===== src/rtl/rspe_pkg.sv =====
// shared types, constants and gf(256) helpers for the reed-solomon parity encoder
// no dependencies; imported by every rtl module of the block
package rspe_pkg;

  localparam int PARITY_COUNT = 26;
  localparam int CNT_W        = $clog2(PARITY_COUNT + 1);
  localparam int QUEUE_DEPTH  = 2;
  localparam int QPTR_W       = $clog2(QUEUE_DEPTH);
  localparam int QCNT_W       = $clog2(QUEUE_DEPTH + 1);

  localparam logic [7:0] GF_POLY_LOW = 8'h1D;
  localparam logic [7:0] GF_ALPHA    = 8'h02;

  typedef logic [7:0] byte_t;
  typedef logic [PARITY_COUNT-1:0][7:0] rem_t;

  typedef struct packed {
    byte_t data;
    logic  eom;
  } q_item_t;

  typedef struct packed {
    logic valid;
    rem_t parity;
  } load_t;

  function automatic byte_t gf_mul(input byte_t a, input byte_t b);
    byte_t acc;
    acc = '0;
    for (int bit_i = 7; bit_i >= 0; bit_i--) begin
      acc = {acc[6:0], 1'b0} ^ (acc[7] ? GF_POLY_LOW : 8'h00);
      if (b[bit_i]) begin
        acc = acc ^ a;
      end
    end
    return acc;
  endfunction

  // generator = prod (x - 2^i), monic term implicit, highest degree first
  function automatic rem_t build_gen();
    rem_t  g;
    byte_t root;
    g = '0;
    g[PARITY_COUNT-1] = 8'h01;
    root = 8'h01;
    for (int r = 0; r < PARITY_COUNT; r++) begin
      for (int k = 0; k < PARITY_COUNT - 1; k++) begin
        g[k] = gf_mul(g[k], root) ^ g[k+1];
      end
      g[PARITY_COUNT-1] = gf_mul(g[PARITY_COUNT-1], root);
      root = gf_mul(root, GF_ALPHA);
    end
    return g;
  endfunction

  localparam rem_t GEN_COEF = build_gen();

endpackage


===== src/rtl/rspe_queue.sv =====
// front end: small input queue holding accepted message bytes and end marks
// depends on rspe_pkg
module rspe_queue (
  input  logic              clk,
  input  logic              rst_n,
  input  logic              in_valid,
  output logic              in_stall,
  input  logic [7:0]        in_data_byte,
  input  logic              in_end_of_message,
  output logic              q_valid,
  output rspe_pkg::q_item_t q_item,
  input  logic              q_pop
);
  import rspe_pkg::*;

  q_item_t            mem_r [QUEUE_DEPTH];
  logic [QPTR_W-1:0]  wr_ptr_r, wr_ptr_nxt;
  logic [QPTR_W-1:0]  rd_ptr_r, rd_ptr_nxt;
  logic [QCNT_W-1:0]  count_r, count_nxt;
  logic               push;
  logic               pop;

  assign in_stall = (count_r == QCNT_W'(QUEUE_DEPTH));
  assign q_valid  = (count_r != '0);
  assign q_item   = mem_r[rd_ptr_r];
  assign push     = in_valid && !in_stall;
  assign pop      = q_valid && q_pop;

  always_comb begin
    wr_ptr_nxt = push ? wr_ptr_r + 1'b1 : wr_ptr_r;
    rd_ptr_nxt = pop ? rd_ptr_r + 1'b1 : rd_ptr_r;
    count_nxt  = count_r;
    if (push && !pop) begin
      count_nxt = count_r + 1'b1;
    end else if (pop && !push) begin
      count_nxt = count_r - 1'b1;
    end
  end

  always_ff @(posedge clk) begin
    if (!rst_n) begin
      wr_ptr_r <= '0;
      rd_ptr_r <= '0;
      count_r  <= '0;
    end else begin
      wr_ptr_r <= wr_ptr_nxt;
      rd_ptr_r <= rd_ptr_nxt;
      count_r  <= count_nxt;
    end
  end

  always_ff @(posedge clk) begin
    if (push) begin
      mem_r[wr_ptr_r] <= '{data: in_data_byte, eom: in_end_of_message};
    end
  end

  a_count_bound: assert property (@(posedge clk) disable iff (!rst_n)
    count_r <= QCNT_W'(QUEUE_DEPTH))
    else $error("queue count above depth");

  a_pop_changes_ptr: assert property (@(posedge clk) disable iff (!rst_n)
    pop |=> rd_ptr_r == $past(rd_ptr_r) + 1'b1)
    else $error("queue read pointer did not advance on pop");

  a_push_fills: assert property (@(posedge clk) disable iff (!rst_n)
    push && !pop |=> count_r == $past(count_r) + 1'b1)
    else $error("queue count did not grow on push");

endmodule


===== src/rtl/rspe_lfsr.sv =====
// back end: remainder register with constant gf(256) feedback multipliers
// depends on rspe_pkg; hands finished remainders to rspe_unload
module rspe_lfsr (
  input  logic              clk,
  input  logic              rst_n,
  input  logic              q_valid,
  input  rspe_pkg::q_item_t q_item,
  output logic              q_pop,
  output rspe_pkg::load_t   load,
  input  logic              load_ready
);
  import rspe_pkg::*;

  rem_t  rem_r, rem_nxt;
  rem_t  shifted;
  byte_t factor;
  logic  take;

  assign factor = q_item.data ^ rem_r[0];
  assign take   = q_valid && (!q_item.eom || load_ready);
  assign q_pop  = take;

  always_comb begin
    for (int i = 0; i < PARITY_COUNT - 1; i++) begin
      shifted[i] = rem_r[i+1] ^ gf_mul(GEN_COEF[i], factor);
    end
    shifted[PARITY_COUNT-1] = gf_mul(GEN_COEF[PARITY_COUNT-1], factor);
  end

  always_comb begin
    rem_nxt = rem_r;
    if (take) begin
      rem_nxt = q_item.eom ? '0 : shifted;
    end
    load.valid  = q_valid && q_item.eom;
    load.parity = shifted;
  end

  always_ff @(posedge clk) begin
    if (!rst_n) begin
      rem_r <= '0;
    end else begin
      rem_r <= rem_nxt;
    end
  end

  a_clear_after_eom: assert property (@(posedge clk) disable iff (!rst_n)
    take && q_item.eom |=> rem_r == '0)
    else $error("remainder not cleared after end of message");

  a_hold_when_idle: assert property (@(posedge clk) disable iff (!rst_n)
    !take |=> rem_r == $past(rem_r))
    else $error("remainder changed without a transaction");

  a_eom_waits_for_load: assert property (@(posedge clk) disable iff (!rst_n)
    q_valid && q_item.eom && !load_ready |-> !q_pop)
    else $error("end byte taken while output buffer busy");

endmodule


===== src/rtl/rspe_unload.sv =====
// parity output buffer: shifts a finished remainder out one byte per transaction
// depends on rspe_pkg; fed by rspe_lfsr
module rspe_unload (
  input  logic            clk,
  input  logic            rst_n,
  input  rspe_pkg::load_t load,
  output logic            load_ready,
  output logic            out_valid,
  input  logic            out_stall,
  output logic [7:0]      out_parity_byte,
  output logic            out_last_parity
);
  import rspe_pkg::*;

  rem_t             buf_r, buf_nxt;
  logic [CNT_W-1:0] cnt_r, cnt_nxt;
  logic             out_take;
  logic             load_take;

  assign out_valid       = (cnt_r != '0);
  assign out_parity_byte = buf_r[0];
  assign out_last_parity = (cnt_r == CNT_W'(1));
  assign out_take        = out_valid && !out_stall;
  assign load_ready      = (cnt_r == '0) || (out_last_parity && !out_stall);
  assign load_take       = load.valid && load_ready;

  always_comb begin
    buf_nxt = buf_r;
    cnt_nxt = cnt_r;
    if (out_take) begin
      for (int i = 0; i < PARITY_COUNT - 1; i++) begin
        buf_nxt[i] = buf_r[i+1];
      end
      buf_nxt[PARITY_COUNT-1] = '0;
      cnt_nxt = cnt_r - 1'b1;
    end
    if (load_take) begin
      buf_nxt = load.parity;
      cnt_nxt = CNT_W'(PARITY_COUNT);
    end
  end

  always_ff @(posedge clk) begin
    if (!rst_n) begin
      cnt_r <= '0;
    end else begin
      cnt_r <= cnt_nxt;
    end
  end

  always_ff @(posedge clk) begin
    buf_r <= buf_nxt;
  end

  a_cnt_bound: assert property (@(posedge clk) disable iff (!rst_n)
    cnt_r <= CNT_W'(PARITY_COUNT))
    else $error("parity count above parity length");

  a_load_sets_cnt: assert property (@(posedge clk) disable iff (!rst_n)
    load_take |=> cnt_r == CNT_W'(PARITY_COUNT))
    else $error("load did not start a full parity run");

  a_no_load_while_busy: assert property (@(posedge clk) disable iff (!rst_n)
    load_take |-> cnt_r == '0 || out_take && out_last_parity)
    else $error("load overwrote pending parity");

endmodule


===== src/rtl/reed_solomon_parity_encoder.sv =====
// top level of the systematic reed-solomon parity encoder, gf(256) poly 0x11d
// depends on rspe_pkg, rspe_queue, rspe_lfsr and rspe_unload
//
// usage:
//   input channel: one message byte per transaction (in_data_byte), with
//   in_end_of_message high on the final byte. no length check is made.
//   output channel: after the final byte, PARITY_COUNT parity bytes, highest
//   coefficient first; out_last_parity marks the last one.
// flow and throughput:
//   a byte enters a two-entry queue at its transaction and is absorbed by
//   the remainder register from there; one byte per cycle is sustained while
//   no end byte waits. the first parity byte is valid in the cycle after the
//   end-marked byte is taken, then one parity byte per cycle while out_stall is low.
//   the next message is absorbed while parity is still shifting out; its end
//   byte waits in the queue until the output buffer's last byte is taken.
// stall: a stalled output holds its byte; an end byte waiting on it holds
//   the queue, which then fills and raises in_stall.
//   reset clears the remainder, the queue and any pending parity.
module reed_solomon_parity_encoder (
  input  logic       clk,
  input  logic       rst_n,
  input  logic       in_valid,
  output logic       in_stall,
  input  logic [7:0] in_data_byte,
  input  logic       in_end_of_message,
  output logic       out_valid,
  input  logic       out_stall,
  output logic [7:0] out_parity_byte,
  output logic       out_last_parity
);
  import rspe_pkg::*;

  logic    q_valid;
  q_item_t q_item;
  logic    q_pop;
  load_t   load;
  logic    load_ready;

  rspe_queue u_queue (
    .clk               (clk),
    .rst_n             (rst_n),
    .in_valid          (in_valid),
    .in_stall          (in_stall),
    .in_data_byte      (in_data_byte),
    .in_end_of_message (in_end_of_message),
    .q_valid           (q_valid),
    .q_item            (q_item),
    .q_pop             (q_pop)
  );

  rspe_lfsr u_lfsr (
    .clk        (clk),
    .rst_n      (rst_n),
    .q_valid    (q_valid),
    .q_item     (q_item),
    .q_pop      (q_pop),
    .load       (load),
    .load_ready (load_ready)
  );

  rspe_unload u_unload (
    .clk             (clk),
    .rst_n           (rst_n),
    .load            (load),
    .load_ready      (load_ready),
    .out_valid       (out_valid),
    .out_stall       (out_stall),
    .out_parity_byte (out_parity_byte),
    .out_last_parity (out_last_parity)
  );

endmodule

===== config.mk =====
export PLATFORM = sky130hd
export DESIGN_NAME = reed_solomon_parity_encoder
export DESIGN_NICKNAME = d
export VERILOG_FILES = /design/src/rtl/rspe_pkg.sv /design/src/rtl/rspe_queue.sv /design/src/rtl/rspe_lfsr.sv /design/src/rtl/rspe_unload.sv /design/src/rtl/reed_solomon_parity_encoder.sv
export SDC_FILE = /design/constraint.sdc
export NUM_CORES = 1
export LEC_CHECK = 0
export BUFFER_PORTS_ARGS = -buffer_cell sky130_fd_sc_hd__buf_2
export CORE_ASPECT_RATIO = 0.9
export CORE_UTILIZATION = 51
export CTS_CLUSTER_DIAMETER = 30
export CTS_CLUSTER_SIZE = 24
export DETAILED_ROUTE_END_ITERATION = 8
export PLACE_DENSITY = 0.69
export REMOVE_ABC_BUFFERS = 1
export SLEW_MARGIN = 20
export SYNTH_ARGS = -nofsm -noshare
export SYNTH_HDL_FRONTEND = slang
export SYNTH_SLANG_ARGS = --single-unit

===== constraint.sdc =====
create_clock -name clk -period 11.79 [get_ports clk]
set_input_delay 1.7685 -clock clk [delete_from_list [all_inputs] [get_ports clk]]
set_output_delay 1.7685 -clock clk [all_outputs]
set_load 0.01 [all_outputs]

-- After elaboration in Yosys (flattened, before gate mapping)
Memories as Yosys holds them, arrays and structs flattened. A register that Yosys moved wholly into a read port is not among the register bits.
Cells that the tools add are included.
- add/subtract/negate cells: 5
- eq/ne operators: 2
- mux-type cells: 386
- bitwise operators: 377
- reduce and logical (&&, ||, !) cells: 22
- operators by type and width (cell ; number):
    two-way mux 5 bit ; 185
    XOR 8 bit ; 110
    two-way mux 8 bit ; 96
    XOR 8 x 5 -> 8 bit ; 84
    two-way mux 208 bit ; 3
    two-way mux 7 bit ; 48
    two-way mux 6 bit ; 40
    NOT 5 bit ; 35
    NOT 3 bit ; 49
    NOT 4 bit ; 35
    NOT 6 bit ; 14
    NOT 2 bit ; 35
    XOR 7 x 5 -> 7 bit ; 5
    two-way mux 3 bit ; 8
    logical AND 1 bit ; 9
    NOT 1 bit ; 8
    nonzero test 2 bit ; 3
    XOR 6 x 5 -> 6 bit ; 1
    == test 5 x 1 -> 1 bit (second input constant) ; 1
    logical NOT 1 bit ; 5
    logical NOT 5 bit ; 1
    nonzero test 5 bit ; 1
    subtractor 5 x 1 -> 5 bit (second input constant) ; 1
    XOR 4 x 5 -> 5 bit ; 1
    other kinds (8) ; 14
- register bits after elaboration: 425
- bits in writable memories: 18
- output and inout port bits: 11
- memories kept: 1
- memory list (memory ; words ; bits a word ; read ports ; clocked after memory_dff ; write ports ; RTL line ; RTL):
    u_queue.mem_r ; 2 ; 9 ; 1 ; 1 ; 1 ; rspe_queue.sv:16 ; q_item_t mem_r [QUEUE_DEPTH];

-- Depth between registers and ports, before layout
- word-level depth: 32
- mapped depth: 10
- gate-level depth less buffers: 8

-- Cells and area by module
A second synthesis with hierarchy kept.
- cell total of the unflattened synthesis: 1550
- area, all modules: 22048.6 sq um
- by module, submodules not included (module ; times used ; cells an instance ; area an instance (sq um) ; sequential area each (sq um)):
    rspe_lfsr ; 1 ; 1013 ; 11496.0 ; 4164.0
    rspe_unload ; 1 ; 483 ; 9675.5 ; 6346.1
    rspe_queue ; 1 ; 54 ; 877.1 ; 640.6

-- Worst setup path after synthesis
OpenSTA, ideal clock, no wires.
- kind: input port to flip-flop
- start: input out_stall
- end: register u_unload.buf_r[100] (netlist name), enable pin
- library setup time: 0.606 ns
- data arrival time: 7.368 ns
- setup slack: 3.817 ns
- stages: 6
- buffers on the path: 2
- path through: inv_1 > a21o_1 > nand4_1 > clkbuf_1 > clkbuf_1 > nand2b_1
- cells in the longest elaborated chain, start to end: 5
- elaborated cells between the ends (all ways): 6
- RTL lines (what ; RTL line ; RTL):
    start: declaration ; reed_solomon_parity_encoder.sv:27 ; input logic out_stall,
    logical NOT 1 bit * ; rspe_unload.sv:23, rspe_unload.sv:24 ;
    logical AND 1 bit ; rspe_unload.sv:24 ; assign load_ready = (cnt_r == '0) || (out_last_parity && !out_stall);
    logical OR 1 bit ; rspe_unload.sv:24 ;
    logical AND 1 bit ; rspe_unload.sv:25 ; assign load_take = load.valid && load_ready;
    nonzero test 2 bit (no source line) * ; - ;
    end signal: assignment ; rspe_unload.sv:52 ; buf_r <= buf_nxt;
    end: declaration ; rspe_unload.sv:15 ; rem_t buf_r, buf_nxt;
Every way passes the cells marked *; elsewhere a longest branch is shown, timed or not.
A chain may end at the register's enable or synchronous reset.

==> metrics <==
status finished clean; Sink Count 444; mean post-synth cell area 10.9 µm²; Most Crowded Layer GR met2; Fin Clk Skew 0.0207 ns; Critical Path Start Type input port; Synth cell types 44; HP Class flop to flop; Crit Path Category input port to flop; Post-Route Setup TNS 0 ns; Iteration-0 DRC Markers 1,322; # IOs 24; period utilisation layout 0.379; CP most frequent cell buf_4; M1 GR Usage 0.365; CTS tree yes; DRT antenna net count 0; vias per std cell 5.56; Worst-Margin Slew 1.12 ns; gr usage total 0.263; register area share after synthesis 0.524; clock-pin transition on the worst setup and hold timing paths 0.05 ns; num rows 70; hold path cells 2; Die Y 196 µm; synthesis-to-finish area growth 16.8%; Async S/R FF share, synth 0; Yosys reg bits 444; n_diodes 0; Gate Count Post-Synth 1,946; Max-Cap Viols 0; Max Freq 0.224 GHz; RSZ-0062 raised after global routing no; First-pass DRT Iterations 6; Initial Utilization 0.520; Final Util 0.608; gp weighted congestion 0.799; crit-path cells buf_2, inv_1, a21o_1, nand4_1, buf_4, buf_12, buf_4, mux2_2; ys flop type edfxtp_1; routed len/inst 21.4 µm; Post-Route WL 54,900 µm; Slew Limit Fails 0; number of global-route vias before repair 14,100; # hold bufs at CTS 0; initial antenna violation count 0; Max FO, Critical Path 195; worst hold endpoint u_lfsr.rem_r[100]$_SDFFE_PN0P_; CP max stage delay 0.90 ns; clk_lat worst skew 0.61 ns; post-DP HPWL 31,300 µm; number of synthesized flops with an enable pin 226; Critical Path AT 4.82 ns; global-route wire length before repair 84,100 µm; worst r2r dst u_unload.out_parity_byte[6]$_DFFE_PP_; CTS max path bufs 3; Nets 1,971; Setup Fix Bufs, Post-CTS 0; PortBufs 23; Die Width 217 µm; R2R setup slack 7.56 ns; hold_sp u_lfsr.rem_r[100]$_SDFFE_PN0P_; clock root cell clkbuf_16; # DRC 0; post-cts sizing count 0; mapped cell area 21,300 µm²; Ys Warns 0; slowest stage cell, crit path buf_4; crit path time final 4.47 ns; vias 14,300; met3 Usage GRT 0.0510; GR Overflow Total 0; Worst Setup End Kind flop; Fin. Hold Viols 0; R2R depth 6; largest net degree at the start of global routing 196; CORE AREA 40,900 µm²; final setup violation count 0; max_slew headroom 0.245; TritonCTS buffer count 83; H-tree Lvls 3; met2 Resource Use GR 0.410; ratio of cells with drive above 1 in the final layout 0.125; WP data required 12.14 ns; Die ar. 42,600 µm²
layout by cell type (no fill, tap or decap), types with 3 or more instances in the layout:
cell type	Yosys	final
xnor2_2	22	23
buf_2	9	22
inv_6	0	4
xor2_1	90	87
o21ai_1	35	35
xor2_4	3	6
nand2_1	397	396
nor2_1	11	11
xnor2_4	2	4
a21boi_0	7	7
dfxtp_1	218	218
mux2_2	11	11
clkbuf_16	0	86
a22oi_1	8	8
clkinvlp_4	0	11
clkinv_4	0	8
xnor2_1	166	163
xnor3_1	80	80
clkbuf_1	103	9
mux2i_1	3	3
and2_1	135	134
o21ai_0	349	349
inv_1	5	5
clkinv_1	0	5
ha_1	4	4
clkbuf_8	0	8
nor2b_1	14	14
nor3_1	3	3
edfxtp_1	226	226
buf_4	15	29
bufinv_16	0	12
clkinv_2	0	7
mux2i_4	3	3
worst max-delay path by stage:
stage	end	slack [ns]	from
finish	u_unload.out_parity_byte[6]$_DFFE_PP_	7.32	out_stall
global route	u_unload.out_parity_byte[6]$_DFFE_PP_	7.02	out_stall
CTS	u_unload.out_parity_byte[6]$_DFFE_PP_	7.26	out_stall
detailed placement	u_unload.out_parity_byte[6]$_DFFE_PP_	6.63	out_stall
global placement	u_unload.out_parity_byte[6]$_DFFE_PP_	6.69	out_stall
floorplan	u_unload.buf_r[100]$_DFFE_PP_	-7.36	out_stall
flip-flops by register name, summed over array words and instances, names as in the netlist, named ones only:
register,count
u_unload.out_parity_byte,8
u_queue.mem_r,18
u_unload.buf_r,200
u_lfsr.rem_r,208
u_unload.cnt_r,5
u_queue.wr_ptr_r,1
u_queue.rd_ptr_r,1
u_queue.count_r,2
metal layers:
layer / wire, µm / part of all wire / up-vias
met4: 1640 / 0.030 / 0
li1: - / - / 6618
met1: 23700 / 0.43 / 7021
met5: 0 / 0 / -
met3: 4340 / 0.079 / 104
met2: 25200 / 0.46 / 513
critical path: cells and delay by family:
kind / cells / cell delay, ns
compound gates: 1 / 0.18
mux: 1 / 0.42
simple gates: 1 / 0.09
buf+inv: 5 / 2.21
metrics by stage:
stage / instance area (µm²) / std cells / setup slack, ns / hold WS (ns)
detailed placement: 21900 / 2409 / 6.63 / 0.445
finish: 24900 / 2564 / 7.32 / 0.452
global placement: 21900 / 2409 / 6.69 / 0.435
floorplan: 20700 / 1816 / -7.36 / 0.427
global route: 24900 / 2564 / 7.02 / 0.476
CTS: 24900 / 2564 / 7.26 / 0.452
logic make-up after synthesis:
kind of cell	share of synthesized area
adder cells (fa/ha/maj)	0.00235
AND/OR/NAND/NOR	0.119
buffers and inverters	0.0273
XOR/XNOR	0.217
multiplexers	0.0117
flip-flops	0.524
AO/OA/AOI/OAI	0.0990
cells in the mapped netlist (2+ instances only):
cell,number,area (µm²)
and2_1,135,845
mux2_2,11,124
xor2_1,90,788
xor2_2,2,32.5
xnor3_1,80,1800
mux2i_4,3,67.6
a21oi_1,2,10.0
xor2_4,3,82.6
nand2b_1,3,18.8
nor2_1,11,41.3
inv_1,5,18.8
ha_1,4,50.1
buf_2,9,45.0
mux2i_1,3,30.0
buf_4,15,113
a22oi_1,8,60.1
o21a_1,2,15.0
a21boi_0,7,52.6
nor3_1,3,15.0
nand2_1,397,1490
xnor2_2,22,358
xnor2_4,2,55.1
a2bb2oi_1,2,17.5
nor2b_1,14,87.6
mux2i_2,2,27.5
xnor2_1,166,1450
clkbuf_1,103,387
o21ai_0,349,1750
buf_1,2,7.51
edfxtp_1,226,6790
dfxtp_1,218,4360
o21ai_1,35,175
final cells by class:
cell class,instances,area (µm²)
fill,3202,16000
sequential,444,11200
inverter,5,18.8
clock inverter,52,667
tap,540,676
clock buffer,103,2300
multi-input combinational,1367,9690
timing repair buffer,53,368
Power is left out: the tool's default activity adds up to more than one toggle a clock period on the data nets, which glitch-free logic cannot reach.
